$ cat config.mk
export PLATFORM = sky130hd
export DESIGN_NAME = motor_draw_cutoff_supervisor_top_flat
export DESIGN_NICKNAME = d
export VERILOG_FILES = /design/src/hdl/mdcs_pkg.sv /design/src/hdl/mdcs_if.sv /design/src/hdl/mdcs_ram.sv /design/src/hdl/motor_draw_cutoff_supervisor_top.sv /design/src/flat_wrapper.sv
export SDC_FILE = /design/constraint.sdc
export NUM_CORES = 1
export LEC_CHECK = 0
export ABC_AREA = 1
export BUFFER_PORTS_ARGS = -buffer_cell sky130_fd_sc_hd__buf_2
export CAP_MARGIN = 0
export CORE_MARGIN = 3
export CORE_UTILIZATION = 40
export DETAILED_ROUTE_END_ITERATION = 12
export PLACE_DENSITY = 0.69
export SLEW_MARGIN = 20
export SYNTH_ARGS = -nofsm -noshare
export SYNTH_HDL_FRONTEND = slang
export SYNTH_HIERARCHICAL = 1
export SYNTH_SLANG_ARGS = --single-unit
$ cat constraint.sdc
create_clock -name clk -period 5 [get_ports clk]
set_clock_uncertainty 0.05 [all_clocks]
set_input_delay 0.75 -clock clk [delete_from_list [all_inputs] [get_ports clk]]
set_output_delay 0.75 -clock clk [all_outputs]
set_load 0.02 [all_outputs]
$ cat src/hdl/mdcs_pkg.sv
package mdcs_pkg;

    // Fixed field widths of the channels and registers.
    localparam int COUNT_W    = 16;
    localparam int LEVEL_W    = 10;
    localparam int CHAN_W     = 2;
    localparam int OUT_W      = 3;
    localparam int CFG_ADDR_W = 4;
    localparam int CFG_DATA_W = 32;

    // Register reset values.
    localparam logic [COUNT_W-1:0] ZERO_LIMIT_RST = 16'd10;
    localparam logic [COUNT_W-1:0] OVER_LIMIT_RST = 16'd10;
    localparam logic [LEVEL_W-1:0] CUTOFF_RST     = 10'd512;

    // Item kinds.
    localparam logic ACT_START  = 1'b0;
    localparam logic ACT_SAMPLE = 1'b1;

    typedef logic [COUNT_W-1:0] count_t;

    // One counter memory entry per channel.
    typedef struct packed {
        count_t zero_cnt;
        count_t over_cnt;
    } counts_t;

    // Register word index, taken from paddr[3:2].
    typedef enum logic [1:0] {
        REG_ZERO_LIMIT = 2'd0,
        REG_OVER_LIMIT = 2'd1,
        REG_CUTOFF     = 2'd2
    } reg_idx_t;

    // Saturating increment, holds at all ones.
    function automatic count_t sat_inc(count_t v);
        count_t r;
        if (v == '1)
        begin
            r = v;
        end
        else
        begin
            r = count_t'(v + count_t'(1));
        end
        return r;
    endfunction

endpackage

$ cat src/hdl/mdcs_if.sv
// Input channel: one start or sample beat.
interface mdcs_in_if #(parameter int SAMPLE_BITS = 10);
    logic                          valid;
    logic                          ready;
    logic                          action;
    logic                          direction;
    logic [mdcs_pkg::CHAN_W-1:0]   channel;
    logic [SAMPLE_BITS-1:0]        reading;

    modport source (output valid, action, direction, channel, reading, input ready);
    modport sink   (input valid, action, direction, channel, reading, output ready);
endinterface

// Output channel: pin and running state after each item.
interface mdcs_out_if;
    logic                        valid;
    logic                        ready;
    logic [mdcs_pkg::OUT_W-1:0]  running_mask;
    logic [mdcs_pkg::OUT_W-1:0]  drive_a;
    logic [mdcs_pkg::OUT_W-1:0]  drive_b;
    logic                        cut_now;

    modport source (output valid, running_mask, drive_a, drive_b, cut_now, input ready);
    modport sink   (input valid, running_mask, drive_a, drive_b, cut_now, output ready);
endinterface

$ cat src/hdl/mdcs_ram.sv
module mdcs_ram #(
    parameter int WIDTH = 32,
    parameter int DEPTH = 3
) (
    input  logic                                       clk,
    input  logic                                       we,
    input  logic [((DEPTH > 1) ? $clog2(DEPTH) : 1)-1:0] waddr,
    input  logic [WIDTH-1:0]                           wdata,
    input  logic                                       re,
    input  logic [((DEPTH > 1) ? $clog2(DEPTH) : 1)-1:0] raddr,
    output logic [WIDTH-1:0]                           rdata
);

    logic [WIDTH-1:0] mem [DEPTH];
    logic [WIDTH-1:0] rdata_reg;

    // Single write port, registered read port.
    always_ff @(posedge clk)
    begin
        if (we)
        begin
            mem[waddr] <= wdata;
        end
        if (re)
        begin
            rdata_reg <= mem[raddr];
        end
    end

    assign rdata = rdata_reg;

endmodule

$ cat src/hdl/motor_draw_cutoff_supervisor_top.sv
// Current-draw supervisor for a set of H-bridge motor channels.
// Input beats arrive on in_ch: a start beat (action 0) clears all counters,
// marks every channel running and drives A/B for the given direction; a
// sample beat (action 1) updates the counters of its channel and may cut it.
// Every input beat yields exactly one output beat on out_ch with the running
// mask, both pin sets and a flag telling whether this beat cut its channel.
// Limits and the cutoff level are set through the APB port at 0x0, 0x4, 0x8.
// An input beat is registered in the update stage, its result in the output
// register. Throughput: one beat per cycle unless out_ch stalls, set by the
// per-channel counters, read at acceptance, written back as the stage advances,
// with a one-entry bypass for back-to-back samples on one channel.
// After reset all channels are stopped, pins are low, counters read as zero
// and the registers hold their defaults (10, 10, 512).
// When the receiver stalls the finished result waits in the output register,
// one more beat is held in the update stage, and in_ch.ready then drops.
module motor_draw_cutoff_supervisor_top #(
    parameter int NUM_CHANNELS = 3,
    parameter int SAMPLE_BITS  = 10
) (
    input  logic                                clk,
    input  logic                                rst_n,
    input  logic                                psel,
    input  logic                                penable,
    input  logic                                pwrite,
    input  logic [mdcs_pkg::CFG_ADDR_W-1:0]     paddr,
    input  logic [mdcs_pkg::CFG_DATA_W-1:0]     pwdata,
    output logic [mdcs_pkg::CFG_DATA_W-1:0]     prdata,
    output logic                                pready,
    mdcs_in_if.sink                             in_ch,
    mdcs_out_if.source                          out_ch
);

    localparam int IDX_W = (NUM_CHANNELS > 1) ? $clog2(NUM_CHANNELS) : 1;
    localparam int EXT_W = NUM_CHANNELS + mdcs_pkg::OUT_W;
    localparam int CNT_W = 2 * mdcs_pkg::COUNT_W;

    // Configuration registers.
    mdcs_pkg::count_t                 zero_limit_reg;
    mdcs_pkg::count_t                 over_limit_reg;
    logic [mdcs_pkg::LEVEL_W-1:0]     cutoff_reg;
    logic                             cfg_wr;
    mdcs_pkg::reg_idx_t               cfg_idx;

    // Update stage.
    logic                             s2_valid_reg, s2_valid_next;
    logic                             s2_action_reg;
    logic                             s2_dir_reg;
    logic                             s2_inrange_reg;
    logic [IDX_W-1:0]                 s2_idx_reg;
    logic                             s2_is_zero_reg;
    logic                             s2_is_over_reg;
    logic                             s2_fwd_hit_reg;
    mdcs_pkg::counts_t                fwd_data_reg;
    logic                             s2_adv;
    logic                             s2_active;

    // Input side.
    logic                             in_acc;
    logic                             in_inrange;
    logic [IDX_W-1:0]                 rd_idx;

    // Channel state.
    logic [NUM_CHANNELS-1:0]          running_reg, running_next;
    logic [NUM_CHANNELS-1:0]          drive_a_reg, drive_a_next;
    logic [NUM_CHANNELS-1:0]          drive_b_reg, drive_b_next;
    logic [NUM_CHANNELS-1:0]          valid_reg, valid_next;
    logic [NUM_CHANNELS-1:0]          chan_bit;

    // Counter memory access.
    logic [CNT_W-1:0]                 ram_rdata;
    mdcs_pkg::counts_t                base_cnt;
    mdcs_pkg::counts_t                wr_data;
    logic                             wr_en;
    logic                             stop;

    // Output register.
    logic                             out_valid_reg;
    logic [mdcs_pkg::OUT_W-1:0]       out_running_reg;
    logic [mdcs_pkg::OUT_W-1:0]       out_a_reg;
    logic [mdcs_pkg::OUT_W-1:0]       out_b_reg;
    logic                             out_cut_reg;
    logic [EXT_W-1:0]                 run_ext;
    logic [EXT_W-1:0]                 a_ext;
    logic [EXT_W-1:0]                 b_ext;

    // APB register file; every access completes in its access cycle.
    assign pready  = 1'b1;
    assign cfg_wr  = psel && penable && pwrite;
    assign cfg_idx = mdcs_pkg::reg_idx_t'(paddr[3:2]);

    always_ff @(posedge clk or negedge rst_n)
    begin
        if (!rst_n)
        begin
            zero_limit_reg <= mdcs_pkg::ZERO_LIMIT_RST;
            over_limit_reg <= mdcs_pkg::OVER_LIMIT_RST;
            cutoff_reg     <= mdcs_pkg::CUTOFF_RST;
        end
        else if (cfg_wr)
        begin
            case (cfg_idx)
                mdcs_pkg::REG_ZERO_LIMIT: zero_limit_reg <= pwdata[mdcs_pkg::COUNT_W-1:0];
                mdcs_pkg::REG_OVER_LIMIT: over_limit_reg <= pwdata[mdcs_pkg::COUNT_W-1:0];
                mdcs_pkg::REG_CUTOFF:     cutoff_reg     <= pwdata[mdcs_pkg::LEVEL_W-1:0];
                default:                  ;
            endcase
        end
    end

    // Read data mux.
    always_comb
    begin
        case (cfg_idx)
            mdcs_pkg::REG_ZERO_LIMIT:
                prdata = mdcs_pkg::CFG_DATA_W'(zero_limit_reg);
            mdcs_pkg::REG_OVER_LIMIT:
                prdata = mdcs_pkg::CFG_DATA_W'(over_limit_reg);
            mdcs_pkg::REG_CUTOFF:
                prdata = mdcs_pkg::CFG_DATA_W'(cutoff_reg);
            default:
                prdata = '0;
        endcase
    end

    // Handshake: the update stage moves on whenever the output register is free.
    assign s2_adv      = s2_valid_reg && (!out_valid_reg || out_ch.ready);
    assign in_ch.ready = !s2_valid_reg || s2_adv;
    assign in_acc      = in_ch.valid && in_ch.ready;
    assign in_inrange  = 32'(in_ch.channel) < NUM_CHANNELS;
    assign rd_idx      = in_inrange ? IDX_W'(in_ch.channel) : '0;

    // Counter memory, one entry per channel.
    mdcs_ram #(
        .WIDTH (CNT_W),
        .DEPTH (NUM_CHANNELS)
    ) u_cnt_ram (
        .clk   (clk),
        .we    (wr_en),
        .waddr (s2_idx_reg),
        .wdata (wr_data),
        .re    (in_acc),
        .raddr (rd_idx),
        .rdata (ram_rdata)
    );

    // Stage valid.
    always_comb
    begin
        s2_valid_next = s2_valid_reg;
        if (in_acc)
        begin
            s2_valid_next = 1'b1;
        end
        else if (s2_adv)
        begin
            s2_valid_next = 1'b0;
        end
    end

    always_ff @(posedge clk or negedge rst_n)
    begin
        if (!rst_n)
        begin
            s2_valid_reg <= 1'b0;
        end
        else
        begin
            s2_valid_reg <= s2_valid_next;
        end
    end

    // Stage payload, with the bypass of a write-back at the same edge.
    always_ff @(posedge clk)
    begin
        if (in_acc)
        begin
            s2_action_reg  <= in_ch.action;
            s2_dir_reg     <= in_ch.direction;
            s2_inrange_reg <= in_inrange;
            s2_idx_reg     <= rd_idx;
            s2_is_zero_reg <= (in_ch.reading[SAMPLE_BITS-1:0] == '0);
            s2_is_over_reg <= 32'(in_ch.reading[SAMPLE_BITS-1:0]) >= 32'(cutoff_reg);
            s2_fwd_hit_reg <= wr_en && (s2_idx_reg == rd_idx);
            fwd_data_reg   <= wr_data;
        end
    end

    // Counter values seen by this sample; an unwritten entry since start is zero.
    always_comb
    begin
        if (s2_fwd_hit_reg)
        begin
            base_cnt = fwd_data_reg;
        end
        else if (valid_reg[s2_idx_reg])
        begin
            base_cnt = mdcs_pkg::counts_t'(ram_rdata);
        end
        else
        begin
            base_cnt = '0;
        end
    end

    assign s2_active = (s2_action_reg == mdcs_pkg::ACT_SAMPLE) && s2_inrange_reg
                       && running_reg[s2_idx_reg];

    // Counter update and cut decision.
    always_comb
    begin
        wr_data = base_cnt;
        stop    = 1'b0;
        if (s2_is_zero_reg)
        begin
            wr_data.zero_cnt = mdcs_pkg::sat_inc(base_cnt.zero_cnt);
            wr_data.over_cnt = '0;
        end
        if (wr_data.zero_cnt > zero_limit_reg)
        begin
            stop = 1'b1;
        end
        if (s2_is_over_reg)
        begin
            if (wr_data.over_cnt > over_limit_reg)
            begin
                stop = 1'b1;
            end
            else
            begin
                wr_data.over_cnt = mdcs_pkg::sat_inc(wr_data.over_cnt);
            end
        end
    end

    assign wr_en    = s2_adv && s2_active;
    assign chan_bit = NUM_CHANNELS'(1) << s2_idx_reg;

    // Channel state next values.
    always_comb
    begin
        running_next = running_reg;
        drive_a_next = drive_a_reg;
        drive_b_next = drive_b_reg;
        valid_next   = valid_reg;
        if (s2_adv)
        begin
            if (s2_action_reg == mdcs_pkg::ACT_START)
            begin
                running_next = '1;
                drive_a_next = s2_dir_reg ? '1 : '0;
                drive_b_next = s2_dir_reg ? '0 : '1;
                valid_next   = '0;
            end
            else if (s2_active)
            begin
                valid_next = valid_reg | chan_bit;
                if (stop)
                begin
                    running_next = running_reg & ~chan_bit;
                    drive_a_next = drive_a_reg & ~chan_bit;
                    drive_b_next = drive_b_reg & ~chan_bit;
                end
            end
        end
    end

    always_ff @(posedge clk or negedge rst_n)
    begin
        if (!rst_n)
        begin
            running_reg <= '0;
            drive_a_reg <= '0;
            drive_b_reg <= '0;
            valid_reg   <= '0;
        end
        else
        begin
            running_reg <= running_next;
            drive_a_reg <= drive_a_next;
            drive_b_reg <= drive_b_next;
            valid_reg   <= valid_next;
        end
    end

    // Result beat: low channels of the state after the item.
    assign run_ext = {{mdcs_pkg::OUT_W{1'b0}}, running_next};
    assign a_ext   = {{mdcs_pkg::OUT_W{1'b0}}, drive_a_next};
    assign b_ext   = {{mdcs_pkg::OUT_W{1'b0}}, drive_b_next};

    always_ff @(posedge clk or negedge rst_n)
    begin
        if (!rst_n)
        begin
            out_valid_reg <= 1'b0;
        end
        else if (s2_adv)
        begin
            out_valid_reg <= 1'b1;
        end
        else if (out_ch.ready)
        begin
            out_valid_reg <= 1'b0;
        end
    end

    always_ff @(posedge clk)
    begin
        if (s2_adv)
        begin
            out_running_reg <= run_ext[mdcs_pkg::OUT_W-1:0];
            out_a_reg       <= a_ext[mdcs_pkg::OUT_W-1:0];
            out_b_reg       <= b_ext[mdcs_pkg::OUT_W-1:0];
            out_cut_reg     <= s2_active && stop;
        end
    end

    assign out_ch.valid        = out_valid_reg;
    assign out_ch.running_mask = out_running_reg;
    assign out_ch.drive_a      = out_a_reg;
    assign out_ch.drive_b      = out_b_reg;
    assign out_ch.cut_now      = out_cut_reg;

    // A start that completes leaves every channel running.
    a_start_runs_all: assert property (
        @(posedge clk) disable iff (!rst_n)
        s2_adv && (s2_action_reg == mdcs_pkg::ACT_START) |=> running_reg == '1
    ) else $error("start did not set all channels running");

    // A bridge never has both inputs high.
    a_no_shoot_through: assert property (
        @(posedge clk) disable iff (!rst_n)
        (drive_a_reg & drive_b_reg) == '0
    ) else $error("both bridge inputs high on a channel");

    // Pins are driven only on running channels.
    a_drive_only_running: assert property (
        @(posedge clk) disable iff (!rst_n)
        ((drive_a_reg | drive_b_reg) & ~running_reg) == '0
    ) else $error("pin driven on a stopped channel");

    // A cut clears the running bit of its channel.
    a_cut_clears_bit: assert property (
        @(posedge clk) disable iff (!rst_n)
        wr_en && stop |=> running_reg[$past(s2_idx_reg)] == 1'b0
    ) else $error("cut channel still marked running");

endmodule

$ cat src/flat_wrapper.sv
// flat-port wrapper written by rule: the top's interface ports become plain ports
module motor_draw_cutoff_supervisor_top_flat 
#(
    parameter int NUM_CHANNELS = 3,
    parameter int SAMPLE_BITS  = 10
)
  (clk, rst_n, psel, penable, pwrite, paddr, pwdata, prdata, pready, in_ch_valid, in_ch_action, in_ch_direction, in_ch_channel, in_ch_reading, in_ch_ready, out_ch_valid, out_ch_running_mask, out_ch_drive_a, out_ch_drive_b, out_ch_cut_now, out_ch_ready);
  mdcs_in_if #(.SAMPLE_BITS(SAMPLE_BITS)) in_ch_i ();
  mdcs_out_if out_ch_i ();
  input  logic clk;
  input  logic rst_n;
  input  logic psel;
  input  logic penable;
  input  logic pwrite;
  input  logic [mdcs_pkg::CFG_ADDR_W-1:0] paddr;
  input  logic [mdcs_pkg::CFG_DATA_W-1:0] pwdata;
  output logic [mdcs_pkg::CFG_DATA_W-1:0] prdata;
  output logic pready;
  input wire logic [$bits(in_ch_i.valid)-1:0] in_ch_valid;
  input wire logic [$bits(in_ch_i.action)-1:0] in_ch_action;
  input wire logic [$bits(in_ch_i.direction)-1:0] in_ch_direction;
  input wire logic [$bits(in_ch_i.channel)-1:0] in_ch_channel;
  input wire logic [$bits(in_ch_i.reading)-1:0] in_ch_reading;
  output wire logic [$bits(in_ch_i.ready)-1:0] in_ch_ready;
  output wire logic [$bits(out_ch_i.valid)-1:0] out_ch_valid;
  output wire logic [$bits(out_ch_i.running_mask)-1:0] out_ch_running_mask;
  output wire logic [$bits(out_ch_i.drive_a)-1:0] out_ch_drive_a;
  output wire logic [$bits(out_ch_i.drive_b)-1:0] out_ch_drive_b;
  output wire logic [$bits(out_ch_i.cut_now)-1:0] out_ch_cut_now;
  input wire logic [$bits(out_ch_i.ready)-1:0] out_ch_ready;
  assign in_ch_i.valid = in_ch_valid;
  assign in_ch_i.action = in_ch_action;
  assign in_ch_i.direction = in_ch_direction;
  assign in_ch_i.channel = in_ch_channel;
  assign in_ch_i.reading = in_ch_reading;
  assign in_ch_ready = in_ch_i.ready;
  assign out_ch_valid = out_ch_i.valid;
  assign out_ch_running_mask = out_ch_i.running_mask;
  assign out_ch_drive_a = out_ch_i.drive_a;
  assign out_ch_drive_b = out_ch_i.drive_b;
  assign out_ch_cut_now = out_ch_i.cut_now;
  assign out_ch_i.ready = out_ch_ready;
  motor_draw_cutoff_supervisor_top #(.NUM_CHANNELS(NUM_CHANNELS), .SAMPLE_BITS(SAMPLE_BITS)) u_core (.clk(clk), .rst_n(rst_n), .psel(psel), .penable(penable), .pwrite(pwrite), .paddr(paddr), .pwdata(pwdata), .prdata(prdata), .pready(pready), .in_ch(in_ch_i), .out_ch(out_ch_i));
endmodule
* After elaboration in Yosys (flattened, before gate mapping) *
Memories as Yosys holds them, arrays and structs flattened. A register that Yosys moved wholly into a read port is not among the register bits.
Cells that the tools add are included.

cells by class
  shifts and indexed selects = 1
  reduce and logical (&&, ||, !) cells = 21
  equal/unequal tests = 6
  magnitude comparators = 5
  multiplexer cells = 38
  bitwise operators = 5
  $add $sub $neg = 2

operators with widths
  cell                   count
  $mux 32                3
  $mux 16                4
  $mux 3                 16
  $pmux 16 s3            1
  $add 16x1->16 const B  2
  $eq 16x16->1 const B   2
  $gt 16x16->1           2
  $mux 1                 11
  $ge 10x10->1           1
  $logic_not 10->1       1
  $and 3x3->3            3
  $logic_and 1x1->1      9
  $reduce_and 2->1       4
  $bmux 1 s2             2
  $reduce_bool 2->1      2
  $lt 2x3->1 const B     1
  $not 3->3              1
  $or 3x3->3             1
  $shl 1x2->3 const A    1
  $eq 2x1->1 const B     1
  $eq 2x2->1             1
  $eq 2x2->1 const B     1
  $logic_not 1->1        2
  $logic_not 2->1        1
  4 further kinds        5

word-level totals
  memories kept = 1
  bits of input ports = 57
  memory bits (writable) = 96
  flip-flop bits (word level) = 106
  output and inout port bits = 45

memory list
  memory                depth  bits a word  rd ports  clocked after memory_dff  wr ports  RTL line        source
  u_core.u_cnt_ram.mem  3      32           1         1                         1         mdcs_ram.sv:14  logic [WIDTH-1:0] mem [DEPTH];

* Logic depth before layout (Yosys ltp) *
Gate-level depths: netlist (run 1).

  word-level depth = 15
  depth in mapped cells = 27

* By module *
The synthesis (run 1) kept the hierarchy.

by module, submodules not included
  module                            seq. area each (µm²)  cells an instance  area each (µm²)  times used
  motor_draw_cutoff_supervisor_top  2909.0                910                6950.4           1
  mdcs_ram                          3843.7                373                4943.5           1

* Worst setup path after synthesis (run 1) *
OpenSTA, ideal clock, no wires.

  path type = input to register
  start point = in out_ch_ready
  end point = mem u_core.u_cnt_ram.mem[1][0], enable pin
  arrival time = 3.676 ns
  setup slack = 0.806 ns
  stages = 6
  data required time = 4.482 ns
  cells stage by stage = inv_1 nand2_1 nand2_1 nor2_1 inv_1 nor3b_1

between the ends
  cells in the longest elaborated chain, start to end = 5

RTL lines
  what                          RTL line                                 source
  start, declared               flat_wrapper.sv:30                       input wire logic [$bits(out_ch_i.ready)-1:0] out_ch_ready;
  $logic_or 1x1->1              motor_draw_cutoff_supervisor_top.sv:126  assign s2_adv = s2_valid_reg && (!out_valid_reg || out_ch.ready);
  $logic_and 1x1->1             motor_draw_cutoff_supervisor_top.sv:126
  $logic_and 1x1->1             motor_draw_cutoff_supervisor_top.sv:235  assign wr_en = s2_adv && s2_active;
  via u_core.wr_en              motor_draw_cutoff_supervisor_top.sv:73   logic wr_en;
  $mux 1                        mdcs_ram.sv:20                           if (we)
  $mux 1 (not written as such)  mdcs_ram.sv:22                           mem[waddr] <= wdata;
  end, declared                 mdcs_ram.sv:14

The timed path passes the listed nets, and every way through them passes these cells.

==> flow_summary_export.csv, run 1 <==
group,metric,value,unit
run_status,status,"finished, final reports clean",
grt,grt_max_degree,57,
clocking,cts_hold_buf,0,
critical_path,critPathRequiredTime,5.19,ns
timing,grt_setup_unrepaired,"false",
synth,synth_top_cell_by_area,"edfxtp_1",
synth,ys.flop_type,"edfxtp_1",
grt,grt_pass1_wl,41.9,mm
placed_design,gp_congestion,0.853,
critical_path,r2r_setup_slack,0.53,ns
worst_hold_path,min_path_type,"in -> async",
detailed_routing,drc,0,
critical_path,reg2reg_to,"u_core/out_ch.running_mask[1]",
timing,finalHoldViolations,0,
critical_path,cp_max_fo,26,
floorplanning,std_cell_rows,62,
power,power,5060,uW
detailed_routing,first_pass_iters,5,
synth,synth.area.top_cells,"edfxtp_1, nand2_1, dfrtp_1, inv_1, ha_1",
cells_and_area,drive_above_1_share,12.9,%
placed_design,io_buffer_count,66,
cells_and_area,antenna_cells,0,
synth,yosys.area_share.simple,21.5,%
critical_path,cp.arrival,4.66,ns
placed_design,pre_cts_ws,0.428,ns
synth,synth-edff-count,178,
cells_and_area,fin_nets,1451,
synth,synth_compound_area_share,5.80,%
timing,fin_crit,4.47,ns
synth,synth_top_family_by_area,"simple AND/OR/NAND/NOR gates",
grt,grt_use_total,16.4,%
clocking,numCtsBuffers,25,
clocking,clk_latency,0.51,ns
synth,async_flop_share,23.9,%
floorplanning,die_h,178,um
detailed_routing,ant_nets,0,
synth,yosysUniqueCellTypes,45,
floorplanning,die_area,0.0318,mm^2
floorplanning,start_util,41.0,%
placed_design,dp_hpwl,17.5,mm
synth,syn_inst,1283,
cells_and_area,nFillCells,2738,
detailed_routing,viasPerCell,4.91,
synth,netlist_top_cells_count,"nand2_1, inv_1, edfxtp_1",
timing,drv_slew,0,
grt,antenna_found_initial,0,
synth,yosysWarnings,6,
timing,worst_slack,0.531,ns
synth,synthMuxAreaShare,0,%
detailed_routing,num_vias,8602,
clocking,path_clk_slew,0.06,ns
timing,tightest_slew,0.973,ns
synth,yosysTopAreaCellShare,44.9,%
synth,synth-seq-cells,234,
run,max-cap-violations,0,
clocking,cts_buffer_depth,3,
critical_path,startpoint_type,"register",
critical_path,r2r_start,"u_core/s2_idx_reg[1]",
critical_path,endpoint_kind,"register",
power,p_per_area,379,mW/mm^2
synth,synthAdderAreaFrac,4.63,%
grt,grt_pass1_vias,8295,
placed_design,dpl_cell_area,0.0125,mm^2
grt,gr-total-overflow,0,
timing,setup_tns,0,ns
detailed_routing,drt_wl_total,26.0,mm
synth,synthXorXnorAreaFrac,1.18,%
cells_and_area,design_area,0.0133,mm^2
clocking,cts_sinks,234,
floorplanning,pin_count,102,
timing,fin_crit_sh,89.4,%
clocking,ctsHtreeMaxLevel,1,
cells_and_area,areaGrowthSynthToFinish,12.2,%
clocking,clockRootBuffer,"clkbuf_16",
clocking,cts_tree,"yes",
floorplanning,coreArea,0.0290,mm^2
synth,avgSynthCellArea,9.27,um^2
synth,yosysMostFrequentCell,"nand2_1",
cells_and_area,largest_reg_flops,96,
critical_path,reg2regPathDepth,21,
synth,syn_area,0.0119,mm^2
detailed_routing,wl_per_cell,14.8,um
floorplanning,die_w,178,um
timing,timing.slew.headroom,35.0,%
synth,synth-seq-area-share,56.8,%
timing,fmax,224,MHz
detailed_routing,drtIter0Drc,607,
timing,setup_viol_count_final,0,
critical_path,critPathKind,"reg -> reg",
power,ir_drop,0.245,mV
power,p_leak,0.00611,uW
==> worst max-delay path, stage by stage (launching register included) <==
cell and delay [ns]:
edfxtp_1 0.53, nor2_4 0.18, nand2_1 0.08, nand3_2 0.23, buf_6 0.28, nand3_1 0.13
nand2_1 0.15, nand2_1 0.10, nor3_1 0.35, nand2_1 0.13, o21ai_1 0.14, nand3_1 0.25
ha_1 0.41, nand4_1 0.13, a31oi_1 0.17, nor2_1 0.06, nand2_1 0.06, nand2_1 0.08
o21ai_0 0.23, inv_1 0.18, o21ai_0 0.19, nand2_1 0.09
==> cells in the final DEF (no fill, tap or decap), types with 11 or more instances in the layout <==
master	netlist	final
nand2_1	366	366
inv_1	212	211
edfxtp_1	178	178
nand3_1	104	104
buf_2	6	66
o21ai_0	62	62
nor2_1	60	56
dfrtp_1	51	51
ha_1	44	44
a21oi_1	33	33
clkbuf_16	0	26
nand2_2	24	24
conb_1	2	17
xor2_1	14	14
buf_4	22	14
nand4_1	11	11
==> cell type report <==
type	instances	area, um^2	share of cell area (%)
Sequential cell	234	6750	50.6
Inverter	216	817	6.12
Clock inverter	15	106	0.797
Multi-Input combinational cell	791	4030	30.2
Clock buffer	30	686	5.14
Tap cell	384	480	3.60
Timing Repair Buffer	82	467	3.50
==> per-stage QoR <==
stage / cells / utilization (%) / hold slack [ns]
5_1_grt: 1752 / 46.0 / 0.343
6_report: 1752 / 46.0 / 0.332
3_3_place_gp: 1705 / 43.1 / 0.416
3_5_place_dp: 1705 / 43.1 / 0.422
2_1_floorplan: 1298 / - / 0.403
4_1_cts: 1750 / 45.9 / 0.341
==> repair_timing <==
action                     CTS  global route
gates resized for setup      0             2
setup buffers                0             1
setup endpoints to repair    0             3
==> power by group <==
part / internal, uW / switching (uW)
Combinational: 275 / 619
Clock: 1030 / 721
Sequential: 2330 / 84.2
Total: 3640 / 1420
==> worst max path at each step <==
stage | endpoint | slack, ns | cells after the start | from
after global placement | u_core/out_ch.running_mask[0] | 0.53 | 25 | u_core/s2_idx_reg[0]
final | u_core/out_ch.running_mask[1] | 0.53 | 21 | u_core/s2_idx_reg[1]
after CTS | u_core/out_ch.running_mask[0] | 0.41 | 21 | u_core/s2_idx_reg[0]
after floorplan | u_core/u_cnt_ram/mem[1][0] | 0.81 | 6 | out_ch_ready
after detailed placement | u_core/out_ch.running_mask[0] | 0.43 | 21 | u_core/s2_idx_reg[0]
after global routing | u_core/out_ch.running_mask[2] | 0.07 | 25 | u_core/s2_idx_reg[1]
==> cells by family (layout without fill, tap and decap cells) <==
group,count (synthesis),after routing
simple gates,591,591
buf+inv,273,343
flops,234,234
compound gates,123,123
fa+ha+maj,44,44
xor+xnor,16,16
other cells,2,17
==> routing by layer <==
metal / up-vias / wire length [um] / global-route usage (%)
li1: 4259 / - / -
met1: 3970 / 11200 / 21.8
met2: 328 / 12100 / 27.4
met3: 45 / 2150 / 2.87
met4: 0 / 646 / 5.13
met5: - / 0 / 0
Power figures use the tool's default switching activity.
==> run 2: changes to the inputs <==
--- a/config.mk
+++ b/config.mk
@@ -6,7 +6,7 @@
 export NUM_CORES = 1
 export LEC_CHECK = 0
 export ABC_AREA = 1
-export BUFFER_PORTS_ARGS = -buffer_cell sky130_fd_sc_hd__buf_2
+export BUFFER_PORTS_ARGS = -buffer_cell sky130_fd_sc_hd__buf_4
 export CAP_MARGIN = 0
 export CORE_MARGIN = 3
 export CORE_UTILIZATION = 40
==> run 2 against run 1 <==
  * Worst setup slack got worse by 0.11 ns
  * Critical path depth increased by 6
  * Design area increased by 1.1%
  * Critical path type unchanged
  * Critical endpoint is now u_core/out_ch.drive_b[2]
  * Largest power group unchanged
==> flow_summary_export.csv, run 2 (synthesis gave the netlist of run 1 again) <==
group,metric,value,unit
clocking,ctsHtreeMaxLevel,1,
cells_and_area,design_area,0.0135,mm^2
placed_design,pre_cts_ws,0.458,ns
worst_hold_path,min_path_type,"in -> async",
power,p_per_area,377,mW/mm^2
grt,grt_use_total,17.0,%
cells_and_area,seq_area,0.00675,mm^2
detailed_routing,ant_nets,0,
power,ir_drop,0.303,mV
timing,setup_viol_count_final,0,
cells_and_area,final_cell_mix,"nand2_1, inv_1, edfxtp_1, nand3_1, buf_4",
clocking,post-cts-setup-buffers,0,
cells_and_area,drive_above_1_share,12.3,%
critical_path,critPathMaxStageDelay,0.53,ns
detailed_routing,viasPerCell,4.96,
timing,grt_setup_unrepaired,"false",
clocking,cts_hold_buf,0,
power,p_clk_share,34.0,%
timing,fmax,219,MHz
power,power_switching_share,27.9,%
detailed_routing,first_pass_iters,7,
floorplanning,die_w,178,um
placed_design,io_buffer_count,66,
clocking,numCtsBuffers,24,
timing,worst_slack,0.425,ns
critical_path,cp_num_buf_inv,1,
critical_path,cp_max_fo,9,
critical_path,critical-path-slowest-cell,"edfxtp_1",
critical_path,path_common_cell,"nand2_1",
critical_path,startpoint_type,"register",
timing,fin_crit,4.57,ns
placed_design,dpl_cell_area,0.0127,mm^2
detailed_routing,wl_per_cell,15.4,um
floorplanning,start_util,41.0,%
clocking,path_clk_slew,0.06,ns
clocking,clk_latency,0.51,ns
cells_and_area,largest_reg_flops,96,
floorplanning,pin_count,102,
timing,fin_crit_sh,91.5,%
floorplanning,die_h,178,um
critical_path,critPathRequiredTime,5.28,ns
floorplanning,coreArea,0.0290,mm^2
power,p_leak,0.00616,uW
grt,grt_pass1_wl,43.0,mm
critical_path,critPathKind,"reg -> reg",
cells_and_area,antenna_cells,0,
power,p_seq_share,47.7,%
detailed_routing,drtIter0Drc,560,
timing,tightest_slew,0.992,ns
run_status,status,"finished, final reports clean",
power,p_int,3660,uW
critical_path,endpoint_kind,"register",
floorplanning,die_area,0.0318,mm^2
detailed_routing,drc,0,
clocking,clockRootBuffer,"clkbuf_16",
clocking,cts_buffer_depth,3,
power,p_switching,1420,uW
cells_and_area,multi_input_area,0.00403,mm^2
placed_design,place_inst,1709,
cells_and_area,areaGrowthSynthToFinish,13.4,%
floorplanning,std_cell_rows,62,
placed_design,dp_hpwl,18.5,mm
grt,grt_pass1_vias,8398,
grt,gr-total-overflow,0,
detailed_routing,num_vias,8702,
cells_and_area,final_common_cell,"nand2_1",
clocking,cts_tree,"yes",
timing,whs,0.251,ns
placed_design,gp_congestion,0.878,
critical_path,cp.arrival,4.86,ns
timing,finalHoldViolations,0,
timing,drv_slew,0,
power,power_frac_comb,18.4,%
clocking,ctsResizeCount,0,
grt,grt_max_degree,57,
timing,setup_tns,0,ns
grt,antenna_found_initial,0,
cells_and_area,nFillCells,2756,
timing,timing.slew.headroom,33.7,%
run,max-cap-violations,0,
cells_and_area,stdcell_count,1753,
cells_and_area,fin_nets,1452,
clocking,cts_sinks,234,
detailed_routing,drt_wl_total,27.0,mm
critical_path,path_delay_family,"simple AND/OR/NAND/NOR gates",
## run 2: changes by cell type in the layout (fill, tap and decap cells not counted), sizes merged
cell / change
buf: +2
clkbuf: +8
clkinv: -6
bufinv: +1
clkinvlp: -4
## run 2: path summary, 6_finish.rpt
| check | start | to | slack [ns] | cells after the start |
|---|---|---|---|---|
| hold reg to reg | u_core/over_limit_reg[2] | u_core/over_limit_reg[2] | 0.44 | 2 |
| hold / removal | rst_n | u_core/zero_limit_reg[8] | 0.25 | 1 |
| setup reg to reg | u_core/s2_idx_reg[0] | u_core/out_ch.drive_b[2] | 0.43 | 27 |
| min in group clk | in_ch_action | u_core/s2_action_reg | 0.37 | 1 |
| setup / recovery | u_core/s2_idx_reg[0] | u_core/out_ch.drive_b[2] | 0.43 | 27 |
| max in group asynchronous | rst_n | u_core/zero_limit_reg[2] | 4.18 | 1 |
## run 2: layout make-up
cell class                      instances  share of cell area (%)
Inverter                              216                    6.06
Sequential cell                       234                    50.1
Timing Repair Buffer                   84                    4.83
Tap cell                              384                    3.56
Clock inverter                          6                   0.594
Multi-Input combinational cell        791                    29.9
Clock buffer                           38                    5.00
## run 2: worst reg2reg max path: stages (launching register included)
cell and delay, ns:
edfxtp_1 0.53, nor2_4 0.21, nand2_1 0.08, nand3_2 0.23, nand3_1 0.12, nand2_1 0.17
ha_1 0.22, nand2_1 0.06, nor2_1 0.18, buf_4 0.16, nand2_2 0.08, nor2_4 0.20
nand3_2 0.14, nand2_2 0.16, nand2_1 0.07, nand2_1 0.20, ha_1 0.30, a21oi_1 0.14
o21ai_0 0.10, nand2_1 0.07, nand3_1 0.06, nand2_1 0.06, nand2_1 0.04, nand2_1 0.09
o21ai_0 0.24, nand3_1 0.20, nand2_1 0.07, a21oi_1 0.19
## run 2: stage by stage
step	power [uW]	utilization, %
after floorplan	3080	-
after global placement	3350	43.8
after detailed placement	3390	43.9
after CTS	5120	46.5
after global routing	5340	46.5
final	5080	46.5
## run 2: metal layers
layer  track usage [%]  share of wire (%)
met3              2.85                6.5
met1              22.8                 45
met5                 0                  0
met4              5.26                2.7
met2              28.2                 46
## run 2: power by group through the flow
| stage | combinational, uW | clock [uW] | sequential [uW] |
|---|---|---|---|
| after floorplan | 625 | 0 | 2460 |
| after global placement | 899 | 0 | 2450 |
| after detailed placement | 928 | 0 | 2460 |
| after CTS | 934 | 1760 | 2420 |
| after global routing | 1060 | 1830 | 2440 |
| final | 934 | 1730 | 2420 |
==> run 3: changes to the inputs <==
--- a/config.mk
+++ b/config.mk
@@ -12,6 +12,7 @@
 export CORE_UTILIZATION = 40
 export DETAILED_ROUTE_END_ITERATION = 12
 export PLACE_DENSITY = 0.69
+export SETUP_SLACK_MARGIN = 0.5
 export SLEW_MARGIN = 20
 export SYNTH_ARGS = -nofsm -noshare
 export SYNTH_HDL_FRONTEND = slang
==> run 3 against run 2 <==
  * Worst setup slack better by 0.38 ns
  * Combinational power is 1% higher
  * Via count about the same
  * Core utilization up 0.22 points
  * Design area rose by 0.48%
  * Global-route usage about the same
  * Fmax rose by 9.0%
  * Critical path depth decreased by 4
==> flow_summary_export.csv, run 3 (synthesis gave the netlist of run 1 again) <==
group,metric,value,unit
timing,drv_slew,0,
timing,fmax,238,MHz
timing,tightest_slew,0.972,ns
cells_and_area,final_cell_mix,"nand2_1, inv_1, edfxtp_1, nand3_1, buf_4",
critical_path,critPathRequiredTime,5.20,ns
critical_path,r2r_start,"u_core/s2_idx_reg[0]",
detailed_routing,wl_per_cell,15.5,um
grt,gr-total-overflow,0,
timing,timing.slew.headroom,35.0,%
detailed_routing,first_pass_iters,5,
clocking,ctsHtreeMaxLevel,1,
critical_path,critPathKind,"reg -> reg",
timing,finalHoldViolations,0,
clocking,cts_buffer_depth,3,
run_status,status,"finished, final reports clean",
worst_hold_path,min_path_type,"in -> async",
power,p_per_area,376,mW/mm^2
critical_path,reg2regPathDepth,23,
floorplanning,die_w,178,um
detailed_routing,num_vias,8698,
floorplanning,die_h,178,um
placed_design,dp_hpwl,18.5,mm
clocking,cts_hold_buf,0,
floorplanning,start_util,41.0,%
detailed_routing,ant_nets,0,
cells_and_area,largest_reg_flops,96,
timing,fin_crit,4.20,ns
cells_and_area,antenna_cells,0,
critical_path,startpoint_type,"register",
power,ir_drop,0.301,mV
timing,grt_setup_unrepaired,"true",
detailed_routing,viasPerCell,4.95,
timing,fin_crit_sh,83.9,%
cells_and_area,final_common_cell,"nand2_1",
clocking,numCtsBuffers,24,
critical_path,reg2reg_to,"u_core/out_ch.running_mask[1]",
cells_and_area,areaGrowthSynthToFinish,13.9,%
cells_and_area,drive_above_1_share,13.0,%
critical_path,cp.arrival,4.39,ns
floorplanning,std_cell_rows,62,
detailed_routing,drt_wl_total,27.2,mm
critical_path,r2r_setup_slack,0.80,ns
floorplanning,die_area,0.0318,mm^2
placed_design,io_buffer_count,66,
placed_design,gp_congestion,0.878,
placed_design,pre_cts_ws,0.458,ns
detailed_routing,drtIter0Drc,586,
clocking,cts_tree,"yes",
cells_and_area,design_area,0.0135,mm^2
cells_and_area,fin_nets,1455,
floorplanning,pin_count,102,
clocking,path_clk_slew,0.06,ns
clocking,clockRootBuffer,"clkbuf_16",
critical_path,cp_max_fo,9,
grt,grt_use_total,17.0,%
grt,grt_pass1_wl,43.1,mm
grt,grt_pass1_vias,8417,
run,max-cap-violations,0,
power,p_leak,0.00619,uW
clocking,clk_latency,0.51,ns
placed_design,dpl_cell_area,0.0127,mm^2
detailed_routing,drc,0,
timing,setup_viol_count_final,0,
timing,worst_slack,0.804,ns
clocking,cts_sinks,234,
grt,grt_max_degree,57,
timing,setup_tns,0,ns
grt,antenna_found_initial,0,
power,power,5100,uW
critical_path,endpoint_kind,"register",
floorplanning,coreArea,0.0290,mm^2
run 3: layout make-up:
type                            instances  area (um^2)
Fill cell                            2742        15500
Tap cell                              384          480
Multi-Input combinational cell        791         4070
Clock buffer                           38          674
Clock inverter                          6         80.1
Inverter                              216          817
Sequential cell                       234         6750
Timing Repair Buffer                   87          673
run 3: through the flow:
stage,cells,utilization (%),hold WS (ns)
global route,1756,46.7,0.292
floorplan,1298,-,0.403
detailed placement,1709,43.9,0.423
finish,1756,46.7,0.251
global placement,1708,43.8,0.415
CTS,1756,46.6,0.264
run 3: critical path, stage by stage (launching register included):
cell	delay, ns
edfxtp_1	0.48
nor2_4	0.20
nand2_1	0.11
nand3_4	0.19
buf_4	0.21
nand3_1	0.08
nand2_1	0.15
nand2_1	0.11
inv_1	0.08
nand3_1	0.11
nor2_2	0.23
nand2_1	0.11
o21ai_1	0.15
nand3_1	0.23
ha_1	0.40
nand4_1	0.14
a31oi_1	0.18
nor2_1	0.06
nand2_1	0.06
nand2_1	0.09
o21ai_2	0.13
inv_1	0.13
o21ai_0	0.17
nand2_1	0.09
run 3: repair_timing:
item	4_1_cts	5_1_grt
pin swaps	0	1
setup endpoints to repair	8	19
endpoints found under the hold margin	0	0
buffers inserted	3	0
resized for setup	1	10
cloned	0	0
run 3: worst max-delay path by stage:
stage                               from  depth (start not counted)                       endpoint  slack (ns)
floorplan                   out_ch_ready                          6     u_core/u_cnt_ram/mem[1][0]        0.81
global placement    u_core/s2_idx_reg[0]                         26  u_core/out_ch.running_mask[0]        0.52
detailed placement  u_core/s2_idx_reg[0]                         26  u_core/out_ch.running_mask[2]        0.46
CTS                 u_core/s2_idx_reg[1]                         26  u_core/out_ch.running_mask[1]        0.54
global route        u_core/s2_idx_reg[1]                         23  u_core/out_ch.running_mask[2]        0.48
finish              u_core/s2_idx_reg[0]                         23  u_core/out_ch.running_mask[1]        0.80
run 3: report_power, final:
| part | switching [uW] | leakage (uW) | internal, uW |
|---|---|---|---|
| Combinational | 639 | 0.00347 | 309 |
| Sequential | 86.5 | 0.00236 | 2330 |
| Clock | 701 | 0.000366 | 1030 |
run 3: per-layer routing:
| metal | vias up | global-route usage, % | part of all wire (%) |
|---|---|---|---|
| li1 | 4267 | - | - |
| met1 | 4084 | 22.9 | 44 |
| met2 | 298 | 28.3 | 46 |
| met3 | 49 | 2.85 | 7.1 |
| met4 | 0 | 5.19 | 2.6 |
| met5 | - | 0 | 0 |
